[src/hdl/ukt_pkg.sv]
// ----------------------------------------------------------------------------
// ukt_pkg
// Shared types and codes for the unique key table with cursor.
// ----------------------------------------------------------------------------
package ukt_pkg;

    typedef enum logic [1:0] {
        CMD_ADD  = 2'd0,
        CMD_NEXT = 2'd1,
        CMD_FIND = 2'd2,
        CMD_SEEK = 2'd3
    } t_cmd;

    typedef enum logic [2:0] {
        ST_OK        = 3'd0,
        ST_PRESENT   = 3'd1,
        ST_NOT_FOUND = 3'd2,
        ST_FULL      = 3'd3,
        ST_EMPTY     = 3'd4
    } t_status;

    typedef struct packed {
        t_cmd       command;
        logic [7:0] packed_count;
        logic [7:0] connect_score;
        logic [7:0] off_plan_count;
        logic [7:0] imagine_value;
    } t_in_word;

    typedef struct packed {
        t_status    status;
        logic [5:0] entry_index;
        logic [7:0] out_packed;
        logic [7:0] out_connect;
        logic [7:0] out_off_plan;
        logic [7:0] out_imagine;
    } t_out_word;

    typedef struct packed {
        logic shift;
        logic insert;
    } t_ring_ctl;

endpackage

[src/hdl/ukt_cell.sv]
// ----------------------------------------------------------------------------
// ukt_cell
// One table entry; takes its neighbor's key on every shift.
// ----------------------------------------------------------------------------
module ukt_cell #(
    parameter int KEY_BITS = 32
) (
    input  logic                i_clk,
    input  logic                i_shift,
    input  logic [KEY_BITS-1:0] i_key,
    output logic [KEY_BITS-1:0] o_key
);

    logic [KEY_BITS-1:0] r_key;

    always_ff @(posedge i_clk) begin
        if (i_shift) begin
            r_key <= i_key;
        end
    end

    assign o_key = r_key;

endmodule

[src/hdl/ukt_ring.sv]
// ----------------------------------------------------------------------------
// ukt_ring
// Circular chain of entry cells; the head cell is presented to the
// controller and the tail takes either the head or a new key.
// ----------------------------------------------------------------------------
module ukt_ring
    import ukt_pkg::*;
#(
    parameter int CAPACITY = 64,
    parameter int KEY_BITS = 32
) (
    input  logic                i_clk,
    input  t_ring_ctl           i_ctl,
    input  logic [KEY_BITS-1:0] i_ins_key,
    output logic [KEY_BITS-1:0] o_head
);

    logic [KEY_BITS-1:0] w_cell [CAPACITY];

    for (genvar g = 0; g < CAPACITY; g++) begin : g_cell
        logic [KEY_BITS-1:0] w_feed;

        if (g == CAPACITY - 1) begin : g_tail
            assign w_feed = i_ctl.insert ? i_ins_key : w_cell[0];
        end else begin : g_body
            assign w_feed = w_cell[g+1];
        end

        ukt_cell #(
            .KEY_BITS (KEY_BITS)
        ) u_cell (
            .i_clk   (i_clk),
            .i_shift (i_ctl.shift),
            .i_key   (w_feed),
            .o_key   (w_cell[g])
        );
    end

    assign o_head = w_cell[0];

endmodule

[src/hdl/unique_key_table_with_cursor.sv]
// ----------------------------------------------------------------------------
// unique_key_table_with_cursor
// Table of distinct four-field keys with a round-robin cursor.
// ----------------------------------------------------------------------------
//  channel  | handshake          | word
//  ---------+--------------------+-----------------------
//  command  | start / busy       | i_word   (t_in_word)
//  result   | o_done (strobe)    | o_result (t_out_word)
//
//  Each command rotates the whole cell ring once while busy, then the result
//  strobes for one cycle, in which the next command may start. A non-add
//  command on an empty table answers in the cycle after it is taken. Reset
//  clears the entry count, cursor and control; cell contents stay undefined
//  until added. The receiver cannot stall; every result is taken in its
//  strobe cycle.
// ----------------------------------------------------------------------------
module unique_key_table_with_cursor
    import ukt_pkg::*;
#(
    parameter int CAPACITY   = 64,
    parameter int FIELD_BITS = 8
) (
    input  logic      i_clk,
    input  logic      i_rst_n,
    input  logic      start,
    input  t_in_word  i_word,
    output logic      busy,
    output logic      o_done,
    output t_out_word o_result
);

    localparam int IW = $clog2(CAPACITY);
    localparam int CW = $clog2(CAPACITY + 1);
    localparam int KW = 4 * FIELD_BITS;

    typedef enum logic [1:0] {
        S_IDLE = 2'b01,
        S_SCAN = 2'b10
    } t_state;

    t_state          r_state, n_state;
    logic [CW-1:0]   r_count, n_count;
    logic [IW-1:0]   r_cursor, n_cursor;
    logic [IW-1:0]   r_step, n_step;
    logic [IW-1:0]   r_pos, n_pos;
    t_cmd            r_cmd, n_cmd;
    logic [KW-1:0]   r_key, n_key;
    logic            r_found, n_found;
    logic [IW-1:0]   r_hit_idx, n_hit_idx;
    logic [KW-1:0]   r_hit_key, n_hit_key;
    logic            r_done, n_done;
    t_out_word       r_out, n_out;

    logic [KW-1:0]   w_in_key;
    logic [KW-1:0]   w_head;
    t_ring_ctl       w_ctl;
    logic            w_in_range;
    logic            w_hit;
    logic            w_found;
    logic [IW-1:0]   w_idx;
    logic [KW-1:0]   w_fkey;
    logic            w_last;
    logic [CW-1:0]   w_pos_inc;

    assign w_in_key = {FIELD_BITS'(i_word.imagine_value), FIELD_BITS'(i_word.off_plan_count),
                       FIELD_BITS'(i_word.connect_score), FIELD_BITS'(i_word.packed_count)};

    ukt_ring #(
        .CAPACITY (CAPACITY),
        .KEY_BITS (KW)
    ) u_ring (
        .i_clk     (i_clk),
        .i_ctl     (w_ctl),
        .i_ins_key (r_key),
        .o_head    (w_head)
    );

    always_comb begin
        w_in_range = CW'(r_step) < r_count;
        if (r_cmd == CMD_NEXT) begin
            w_hit = (r_step == r_pos);
        end else begin
            w_hit = w_in_range && (w_head == r_key) && !r_found;
        end
        w_ctl.shift  = (r_state == S_SCAN);
        w_ctl.insert = (r_state == S_SCAN) && (r_cmd == CMD_ADD) && !r_found
                       && (CW'(r_step) == r_count);
        w_found   = r_found || w_hit;
        w_idx     = w_hit ? r_step : r_hit_idx;
        w_fkey    = w_hit ? w_head : r_hit_key;
        w_last    = (r_step == IW'(CAPACITY - 1));
        w_pos_inc = CW'(r_pos) + CW'(1);
    end

    always_comb begin
        n_state   = r_state;
        n_count   = r_count;
        n_cursor  = r_cursor;
        n_step    = r_step;
        n_pos     = r_pos;
        n_cmd     = r_cmd;
        n_key     = r_key;
        n_found   = r_found;
        n_hit_idx = r_hit_idx;
        n_hit_key = r_hit_key;
        n_done    = 1'b0;
        n_out     = r_out;

        case (r_state)
            S_IDLE: begin
                if (start) begin
                    n_cmd   = i_word.command;
                    n_key   = w_in_key;
                    n_step  = '0;
                    n_found = 1'b0;
                    n_pos   = (CW'(r_cursor) < r_count) ? r_cursor : '0;
                    if (i_word.command != CMD_ADD && r_count == '0) begin
                        n_done = 1'b1;
                        n_out  = '0;
                        n_out.status = ST_EMPTY;
                    end else begin
                        n_state = S_SCAN;
                    end
                end
            end
            S_SCAN: begin
                n_step = r_step + IW'(1);
                if (w_hit) begin
                    n_found   = 1'b1;
                    n_hit_idx = r_step;
                    n_hit_key = w_head;
                end
                if (w_last) begin
                    n_state = S_IDLE;
                    n_done  = 1'b1;
                    n_out   = '0;
                    if (r_cmd == CMD_ADD && !w_found) begin
                        if (r_count == CW'(CAPACITY)) begin
                            n_out.status = ST_FULL;
                        end else begin
                            n_out.status       = ST_OK;
                            n_out.entry_index  = 6'(r_count);
                            n_out.out_packed   = 8'(r_key[0*FIELD_BITS +: FIELD_BITS]);
                            n_out.out_connect  = 8'(r_key[1*FIELD_BITS +: FIELD_BITS]);
                            n_out.out_off_plan = 8'(r_key[2*FIELD_BITS +: FIELD_BITS]);
                            n_out.out_imagine  = 8'(r_key[3*FIELD_BITS +: FIELD_BITS]);
                            n_cursor = IW'(r_count);
                            n_count  = r_count + CW'(1);
                        end
                    end else if (!w_found) begin
                        n_out.status = ST_NOT_FOUND;
                    end else begin
                        n_out.status       = (r_cmd == CMD_ADD) ? ST_PRESENT : ST_OK;
                        n_out.entry_index  = 6'(w_idx);
                        n_out.out_packed   = 8'(w_fkey[0*FIELD_BITS +: FIELD_BITS]);
                        n_out.out_connect  = 8'(w_fkey[1*FIELD_BITS +: FIELD_BITS]);
                        n_out.out_off_plan = 8'(w_fkey[2*FIELD_BITS +: FIELD_BITS]);
                        n_out.out_imagine  = 8'(w_fkey[3*FIELD_BITS +: FIELD_BITS]);
                        if (r_cmd == CMD_NEXT) begin
                            n_cursor = (w_pos_inc >= r_count) ? '0 : IW'(w_pos_inc);
                        end else if (r_cmd == CMD_SEEK) begin
                            n_cursor = w_idx;
                        end
                    end
                end
            end
            default: begin
                n_state = S_IDLE;
            end
        endcase
    end

    always_ff @(posedge i_clk) begin
        if (!i_rst_n) begin
            r_state  <= S_IDLE;
            r_count  <= '0;
            r_cursor <= '0;
            r_done   <= 1'b0;
        end else begin
            r_state  <= n_state;
            r_count  <= n_count;
            r_cursor <= n_cursor;
            r_done   <= n_done;
        end
    end

    always_ff @(posedge i_clk) begin
        r_step    <= n_step;
        r_pos     <= n_pos;
        r_cmd     <= n_cmd;
        r_key     <= n_key;
        r_found   <= n_found;
        r_hit_idx <= n_hit_idx;
        r_hit_key <= n_hit_key;
        r_out     <= n_out;
    end

    assign busy     = (r_state != S_IDLE);
    assign o_done   = r_done;
    assign o_result = r_out;

    a_count_cap: assert property (@(posedge i_clk) disable iff (!i_rst_n)
        r_count <= CW'(CAPACITY))
        else $error("entry count beyond capacity");

    a_cursor_range: assert property (@(posedge i_clk) disable iff (!i_rst_n)
        (r_state == S_IDLE && r_count != '0) |-> (CW'(r_cursor) < r_count))
        else $error("cursor outside the table");

    a_count_step: assert property (@(posedge i_clk) disable iff (!i_rst_n)
        ##1 (r_count == $past(r_count) || r_count == $past(r_count) + CW'(1)))
        else $error("entry count jumped");

    a_no_done_in_scan: assert property (@(posedge i_clk) disable iff (!i_rst_n)
        (r_state == S_SCAN) |-> !r_done)
        else $error("result strobe during scan");

endmodule
[config.mk]
export PLATFORM = sky130hd
export DESIGN_NAME = unique_key_table_with_cursor
export DESIGN_NICKNAME = d
export VERILOG_FILES = /design/src/hdl/ukt_pkg.sv /design/src/hdl/ukt_cell.sv /design/src/hdl/ukt_ring.sv /design/src/hdl/unique_key_table_with_cursor.sv
export SDC_FILE = /design/constraint.sdc
export NUM_CORES = 1
export LEC_CHECK = 0
export ABC_CLOCK_PERIOD_IN_PS = 94000
export BUFFER_PORTS_ARGS = -buffer_cell sky130_fd_sc_hd__buf_2
export CORE_UTILIZATION = 60
export CTS_BUF_LIST = sky130_fd_sc_hd__clkbuf_8
export DETAILED_ROUTE_END_ITERATION = 7
export GPL_TIMING_DRIVEN = 0
export MAX_ROUTING_LAYER = met4
export PLACE_DENSITY = 0.78
export SLEW_MARGIN = 5
export SYNTH_ARGS = -nofsm -noshare
export SYNTH_HDL_FRONTEND = slang
export SYNTH_HIERARCHICAL = 1
export SYNTH_SLANG_ARGS = --single-unit
[constraint.sdc]
create_clock -name i_clk -period 94 [get_ports i_clk]
set_input_delay 9.4 -clock i_clk [delete_from_list [all_inputs] [get_ports i_clk]]
set_output_delay 9.4 -clock i_clk [all_outputs]
set_load 0.005 [all_outputs]
==> impl_summary.md, run 1 <==
Placed design
Port buffering added 78 buffers. Summed over all nets, the half-perimeter wirelength after detailed placement is about 55 mm. At the end of routability-driven placement, the weighted congestion stood at 0.814. The placed instance area is 72200 sq um.

Clock network
The clock insertion delay at the later pin of the skew report is 0.95 ns. CTS saw about 2200 sinks. TritonCTS built the clock tree. The maximum clock path buffer count is 4. Counting the buffers created by CTS gives 328. The quantity of hold-fixing buffers added after cts is 0. The clock slew seen by the registers of the worst setup and hold paths is 0.06 ns. The post-CTS resize count is 0. The H-tree was split into 5 levels. The buffer type at the clock tree root is clkbuf_8. The buffer count from post-CTS setup fixing is 0.

Global routing
The total global routing overflow is 0. For this run, global-route usage on met2 was measured as between 20 and 30%. Global routing used approximately 29% of the available met1 tracks. The highest-utilization routing layer at the global route stage is met1. The pin count of the biggest net entering global routing is 80. The global routing usage on met3 is 5.14%. The number of global-route vias before repair came to around 26000. The wire length of the first global-routing pass is around 160 mm. The total global-route track usage is between 15 and 20%. The number of antenna violations at the first check in global routing came to 6.

Finish
The multi-input gate area in the final layout is 3180 sq um. The finished layout cell area is just under 80000 sq um. The area overhead of the layout relative to synthesis is 13.1%. Fill cells in the final layout number 6294.

The share of final-layout standard cells stronger than drive strength 1 is 18.2%. The sequential cell area is 65600 sq um. The number of nets in the layout is 3095.

STA
In the final timing run, aggregate negative setup slack is 0 ns. The clock skew is 0.0965 ns. Setup repair after global routing left no endpoint under its margin.

Measured against its own limit, the worst slew margin works out to between 20% and 30%. Hold timing on the final database bottoms out at a slack of 0.347 ns. The final-report setup violation count is 0. The worst path in the final design needs a cycle of 11.21 ns, including I/O delays and setup.

The number of max-slew violations in the final report came to 0. For the pin with the worst max-slew slack, the measured transition is 1.15 ns. Timing would allow up to just under 90 MHz. The count of final hold-check violations is 0. The portion of the clock cycle consumed by the worst path in the final layout is 11.9%.

Hold path
The path class of the tightest hold or removal check is flip-flop to flip-flop. The beginning of the worst hold path is u_ring/g_cell[51].u_cell/o_key[13]$_DFFE_PP_.

Yosys
After synthesis the netlist holds a flip-flop and latch count of between 2000 and 2500. For this run, the leading register cell type out of synthesis is edfxtp_1. In this run the mean area of a mapped cell was between 20 and 30 sq um. In the post-synthesis netlist, the biggest area contributors are edfxtp_1, mux2_4, xor2_1. Synthesis produced a netlist with a net count of 2652. The sequential area share after synthesis is 95.0%.

Yosys mapped a number of flops with a built-in enable equal to 2174. During synthesis, Yosys emitted a total of 6 warnings. The library cell with the highest instance count after synthesis is edfxtp_1. By count the netlist is led by edfxtp_1, mux2_4, xor2_1. Yosys mapped the design onto 47 distinct sky130hd cell types.

The share of the synthesized area in the top cell type is 94.6%. The async set-or-reset flop fraction in the synthesized netlist is 0%. The synthesized design spends more area on one cell type than any other, namely edfxtp_1. The post-synthesis cell count is between 2000 and 3000.

The mapped cell area is 69000 sq um.

Setup path
The type of the worst setup path is flip-flop to primary output. For the worst setup path, the data arrival time is 1.81 ns. The source of the worst register-to-register timing path is r_count[5]$_SDFFE_PN0P_. The biggest fanout along the worst timing path is 3.

At the worst endpoint, the required time is 84.60 ns. On the worst path, the slowest cell contributes a delay of 0.37 ns. The slowest cell on the critical path is dfxtp_1.

The most numerous cell type found on the critical path is inv_1. Tracing the worst setup path back leads to its startpoint at r_state[1]$_SDFFE_PN0P_. The type of destination of the critical path is a primary output. STA classifies the critical path startpoint as a flip-flop.

Walking the worst path, the cells encountered are inv_1 > ha_1 > inv_1 > buf_2.

Floorplan
The die is 341 microns tall. In this run the horizontal extent of the chip is 341 microns. In this run the standard cell core region covers 114000 sq um. Row generation in the floorplan step produced about 120 rows.

The overall die area is 116000 sq um. In this run the count of I/O pins placed on the die edge is 80. The initial core utilization is 60.4%.

Drt
The remaining routing DRC violations is 0. The number of design-rule violations left by the first detailed-router iteration is 2396. For this run, the detailed router's first-pass iteration total came to 5. The total wirelength of the detailed-routed design is about 110 mm. The detailed router placed 25900 vias in this run. The number of nets with antenna violations after routing is 0. The routed length per instance is 22.2 microns. In the routed layout, each cell is associated on average with a via count of between 5 and 6.

Pwr
Dividing total power by cell area gives a power density of 22.8 nW/um^2. VDD sags by at most 17.6 uV. In this run the static leakage power is 22.4 nW. The design draws 1.78 mW.

Outcome
The run finished with clean final reports.

Flow run
The number of max-cap violations is 0.
[metrics by stage]
stage	util (%)	setup slack [ns]	std cells
3_5_place_dp	63.3	82.72	4216
2_1_floorplan	-	36.23	2591
5_1_grt	68.4	82.69	4782
4_1_cts	68.4	82.72	4779
6_report	68.4	82.79	4782
3_3_place_gp	62.4	24.65	4181
[registers in the layout, summed over array words and instances (netlist names)]
signal and cells:
r_found 1, r_state 2, r_pos 6, r_step 6
r_cmd 2, r_hit_key 32, u_ring/g_cell.u_cell/o_key 2048, o_done 1
o_result 41, r_count 7, r_key 32, r_cursor 6
r_hit_idx 6
[report_power, final]
group | switching [mW] | internal, mW
sequential | 0.00385 | 1.07
combinational | 0.0109 | 0.00441
clock | 0.340 | 0.355
[cells by family (layout without fill, tap and decap cells)]
group	count (synthesis)	count (layout)	synth area share, %
DFF	2190	2190	95.0
and+or+nand+nor	107	107	0.803
AOI/OAI and AO/OA	96	96	1.10
muxes	77	77	1.59
xor gates and xnor gates	51	51	0.647
buffers and inverters	46	722	0.392
adders and majority gates	24	24	0.435
other	0	3	0
[routing by layer]
| layer | up-vias | wire, microns |
|---|---|---|
| li1 | 11500 | - |
| met1 | 13200 | 48000 |
| met2 | 1061 | 47500 |
| met3 | 210 | 8380 |
| met4 | 0 | 2380 |
| met5 | - | 0 |
[cell usage in the layout (no fill, tap or decap), types with 13 or more instances in the layout]
cell,synthesis,layout
edfxtp_1,2174,2174
clkbuf_8,0,331
inv_1,14,113
buf_2,6,84
clkinv_1,2,75
mux2_4,63,63
xor2_1,41,41
a32o_1,34,34
nand2_1,32,32
clkinv_2,0,32
buf_16,0,29
ha_1,24,23
nor2_1,18,18
nand3_1,16,16
dfxtp_1,16,16
clkbuf_1,15,15
o22ai_1,14,14
nor4_1,14,13
[worst max-delay path: cells and delay by family, from the launching register on]
family,cells,cell delay (ns)
adders and majority gates,1,0.21
DFF,1,0.37
buffers and inverters,3,0.33
[layout make-up]
cell class,count,share of cell area (%)
diodes,3,0.00962
clock buffers,331,5.84
flip-flops and latches,2190,84.0
repair buffers,113,1.66
well taps,1512,2.42
multi-input cells,355,4.08
plain buffers,30,0.269
inverters,16,0.0769
clock inverters,232,1.61
[path summary, 6_finish.rpt]
kind	end	slack, ns	cells past startpoint
worst min register to register	u_ring/g_cell[50].u_cell/o_key[13]$_DFFE_PP_	0.35	0
worst max register to register	o_result[8]$_SDFFCE_PN0P_	89.61	11
worst max-delay path	busy	82.79	4
worst min-delay path	u_ring/g_cell[50].u_cell/o_key[13]$_DFFE_PP_	0.35	0
(Power assumes the default switching activity.)
==> inputs of run 2 (changes only) <==
--- a/config.mk
+++ b/config.mk
@@ -5,14 +5,15 @@
 export SDC_FILE = /design/constraint.sdc
 export NUM_CORES = 1
 export LEC_CHECK = 0
-export ABC_CLOCK_PERIOD_IN_PS = 94000
+export ABC_AREA = 1
+export ABC_CLOCK_PERIOD_IN_PS = 9600
 export BUFFER_PORTS_ARGS = -buffer_cell sky130_fd_sc_hd__buf_2
-export CORE_UTILIZATION = 60
+export CORE_UTILIZATION = 58
 export CTS_BUF_LIST = sky130_fd_sc_hd__clkbuf_8
 export DETAILED_ROUTE_END_ITERATION = 7
 export GPL_TIMING_DRIVEN = 0
 export MAX_ROUTING_LAYER = met4
-export PLACE_DENSITY = 0.78
+export PLACE_DENSITY = 0.79
 export SLEW_MARGIN = 5
 export SYNTH_ARGS = -nofsm -noshare
 export SYNTH_HDL_FRONTEND = slang
==> constraint.sdc (replaced) <==
create_clock -name i_clk -period 9.6 [get_ports i_clk]
set_input_delay 0.96 -clock i_clk [delete_from_list [all_inputs] [get_ports i_clk]]
set_output_delay 0.96 -clock i_clk [all_outputs]
set_load 0.005 [all_outputs]
==> run 2 against run 1 <==
Against the previous run:
- clock power grew to 9.9 times the previous value
- synthesized cell count is 14% higher
- count of clock-buffer cells in the layout is 11 higher
- non-clock buffer count is 3 higher
- power grew to 11 times the previous value
- highest routed layer unchanged
- sequential power grew to 11 times the previous value
- final area is 0.68% higher
- synthesized area is 0.36% higher
- global-route usage is 1.2 points lower
==> impl_summary.md, run 2 <==
Pwr
The worst-case IR drop observed on VDD is 178 uV. Summed over all nets, the switching power comes to 4.07 mW. Of the total power, the clock network draws 36.2%. The power density relative to cell area is 242 nW/um^2. Overall power consumption after layout is estimated at 19.0 mW.

The combinational fraction of design power is 4.1%. The switching share of power is 21.4%. The internal power of the cells is 14.9 mW.

The sequential power share is about 60%. The leakage component of the power is 26.0 nW.

Clock network
Buffers inserted to repair hold after CTS numbered 0. The number of setup buffers added after CTS is 0. The clock buffer count from CTS is 333. The number of gates resized after CTS was 0. The H-tree depth is 5. CTS saw 2190 sinks.

At the later pin of the worst-skew pair, clock insertion delay measures 0.97 ns. TritonCTS built the clock tree. The buffer type at the clock tree root is clkbuf_8. The maximum clock path buffer count is 4.

The clock slew seen by the registers of the worst setup and hold paths is 0.06 ns.

Floorplan
The initial core utilization is between 50 and 60%. From bottom edge to top edge, the die measures 348 microns. The die covers 121000 sq um. The number of standard-cell rows in the floorplan is between 100 and 150. The die width is 348 microns.

The number of top-level pins is 80. The core box area is 118000 sq um.

Placed design
The routability-driven placement congestion ratio is 0.862. The placed instances occupy a cell area of 72600 sq um. Detailed placement ended at an HPWL of about 60 mm. The quantity of I/O buffers inserted on ports is 79. Before CTS, the worst setup slack after placement is around 5.4 ns.

Finish
The number of nets in the layout is 3461. The library cell used most frequently in the layout, excluding fill and tap cells, is edfxtp_1. Of the cells placed in the final design, the portion with a size suffix greater than 1 is 16.5%. The area overhead of the layout relative to synthesis is 13.5%. The register with the most flip-flops in the layout has 2048 of them.

In the layout the commonest cells are edfxtp_1, clkbuf_8, nand2_1. The finished layout cell area is between 70000 and 80000 sq um.

STA
At the pin with the least slew margin, the transition time is 0.974 ns. The final-report setup violation count is 0. Timing would allow up to 245 MHz.

The worst pin sits at a relative slew slack of 34.9%. The post-route setup TNS is 0 ns. After layout, the minimum clock period comes to roughly 4 ns. For the final database, setup skew stands at 0.0769 ns. The portion of the clock cycle consumed by the worst path in the final layout is 42.5%. Setup repair after global routing left no endpoint under its margin. The count of final hold-check violations is 0. The final critical-path setup slack is about 5.5 ns.

The number of max-slew violations in the final report is 0.

Global routing
Global routing consumed, over all layers together, 18.2% of the routing resources. The total global routing overflow is 0. The first global-routing pass estimated approximately 160 mm of wire. Entering global routing, the biggest net connects 76 pins. The number of global-route vias before repair is 27000. The number of antenna violations at the first check in global routing is 12.

Setup path
The startpoint type of the worst setup path is a flip-flop. Across all register-to-register paths, the minimum setup slack is roughly 5.5 ns. The depth of the most critical reg-to-reg path is 11. By startpoint and endpoint, the worst setup path is classified as flip-flop to flip-flop. The biggest fanout along the worst timing path is 75.

The required time of the critical path is a little over 10 ns. The critical path data arrival time is roughly 4.7 ns. STA classifies the critical path endpoint as a flip-flop.

Drt
The remaining routing DRC violations is 0. Detailed routing inserted a total of roughly 27000 vias. After detailed routing, the number of vias per cell comes to 5.27.

The routed length per instance is ~20 microns. After the first detailed-routing iteration, the DRC count stood at approximately 3000. The detailed-router iteration count before antenna repair is 7. In this run the remaining antenna-violating nets after routing total 0.

Wires add up to 105 mm.

Yosys
The yosys synthesis warning count is 6. The average size of a mapped cell is 23.5 sq um. The mapped cell area is 69300 sq um. In this run, distinct cell masters in the synthesized netlist total 40.

The largest total area in the synthesized netlist belongs to edfxtp_1. Ranked by total cell area, the synthesized netlist is headed by edfxtp_1, nand2_1, inv_1. The synthesized design contains 2174 enable-type register cells. Yosys instantiated no cell more often than edfxtp_1. In the synthesized netlist the async set-or-reset flop fraction comes to 0%.

Counting instances in the post-synthesis netlist gives the leading cell types as edfxtp_1, nand2_1, inv_1. The sequential area share after synthesis is roughly 95%. In the synthesized netlist the dominant register cell turns out to be edfxtp_1. Of the post-synthesis cell area, the dominant cell type holds 94.2%. The post-synth net total is approximately 3000. Synthesis produced approximately 2900 cells. Synthesis inferred 2190 register bits.

Outcome
The run finished with clean final reports.

Flow run
The tool flagged a number of max-cap violations equal to 0.

Hold path
Along the worst hold path, the cell count comes to 1. The tightest min-delay check is of the input port to flip-flop type.
[run 2: cell types whose count changed in the layout (fill, tap and decap cells not counted), moves of 20 or more]
cell,before,now
nand2_1,32,324
inv_1,113,179
mux2_4,63,0
nor2_1,18,80
a21oi_1,7,61
xor2_1,41,4
a32o_1,34,0
a21oi_2,0,20
nand3_1,16,36
[run 2: path summary, 6_finish.rpt]
path                                                              startpoint                                      endpoint
worst max register to register                       r_state[0]$_SDFFE_PN1P_  u_ring/g_cell[19].u_cell/o_key[25]$_DFFE_PP_
worst max-delay path                                 r_state[0]$_SDFFE_PN1P_  u_ring/g_cell[19].u_cell/o_key[25]$_DFFE_PP_
worst min register to register  u_ring/g_cell[58].u_cell/o_key[20]$_DFFE_PP_  u_ring/g_cell[57].u_cell/o_key[20]$_DFFE_PP_
worst min-delay path                                               i_word[6]                           r_key[30]$_DFFE_PP_
[run 2: per-stage QoR]
step | hold WS, ns | utilization [%] | std cells
2_1_floorplan | 0.400 | - | 2949
3_3_place_gp | 0.401 | 60.6 | 4564
3_5_place_dp | 0.405 | 61.4 | 4601
4_1_cts | 0.0825 | 66.5 | 5178
5_1_grt | 0.117 | 66.5 | 5184
6_report | 0.198 | 66.5 | 5186
[run 2: area by class of cell]
class / instances / area, sq um
diodes: 8 / 20.0
plain buffers: 30 / 239
clock buffers: 342 / 4710
clock inverters: 235 / 1260
fillers: 6827 / 39600
inverters: 100 / 383
multi-input cells: 629 / 3110
flip-flops and latches: 2190 / 65600
well taps: 1536 / 1920
repair buffers: 116 / 1350
[run 2: worst max-delay path: stages, from the launching register on]
cell and delay [ns]:
dfxtp_2 0.33, inv_2 0.06, ha_4 0.56, buf_16 0.34
buf_16 0.31, buf_16 0.30, buf_16 0.34, buf_12 0.30
buf_16 0.28, buf_16 0.27, buf_12 0.27, buf_16 0.29
[run 2: power groups by stage]
stage	clock [mW]	combinational, mW	sequential [mW]
after floorplan	0	0.420	11.9
after global placement	0	0.657	12.1
after detailed placement	0	0.780	11.5
after CTS	7.12	0.779	11.4
after global routing	7.52	0.843	11.4
final	6.88	0.778	11.4
[run 2: routing by layer]
metal  track usage (%)  up-vias  share of wire [%]
met4              6.98        0                2.6
met5                 -        -                  0
met3              5.38      226                9.4
li1                  -    12300                  -
met2              22.8     1173                 41
met1              28.2    13600                 47
[run 2: cells by family after synthesis]
kind of cell	after synthesis	share of synthesized area [%]
xor+xnor	17	0.215
buf+inv	130	0.898
compound gates	100	0.852
fa+ha+maj	24	0.433
flops	2190	94.7
simple gates	488	2.91
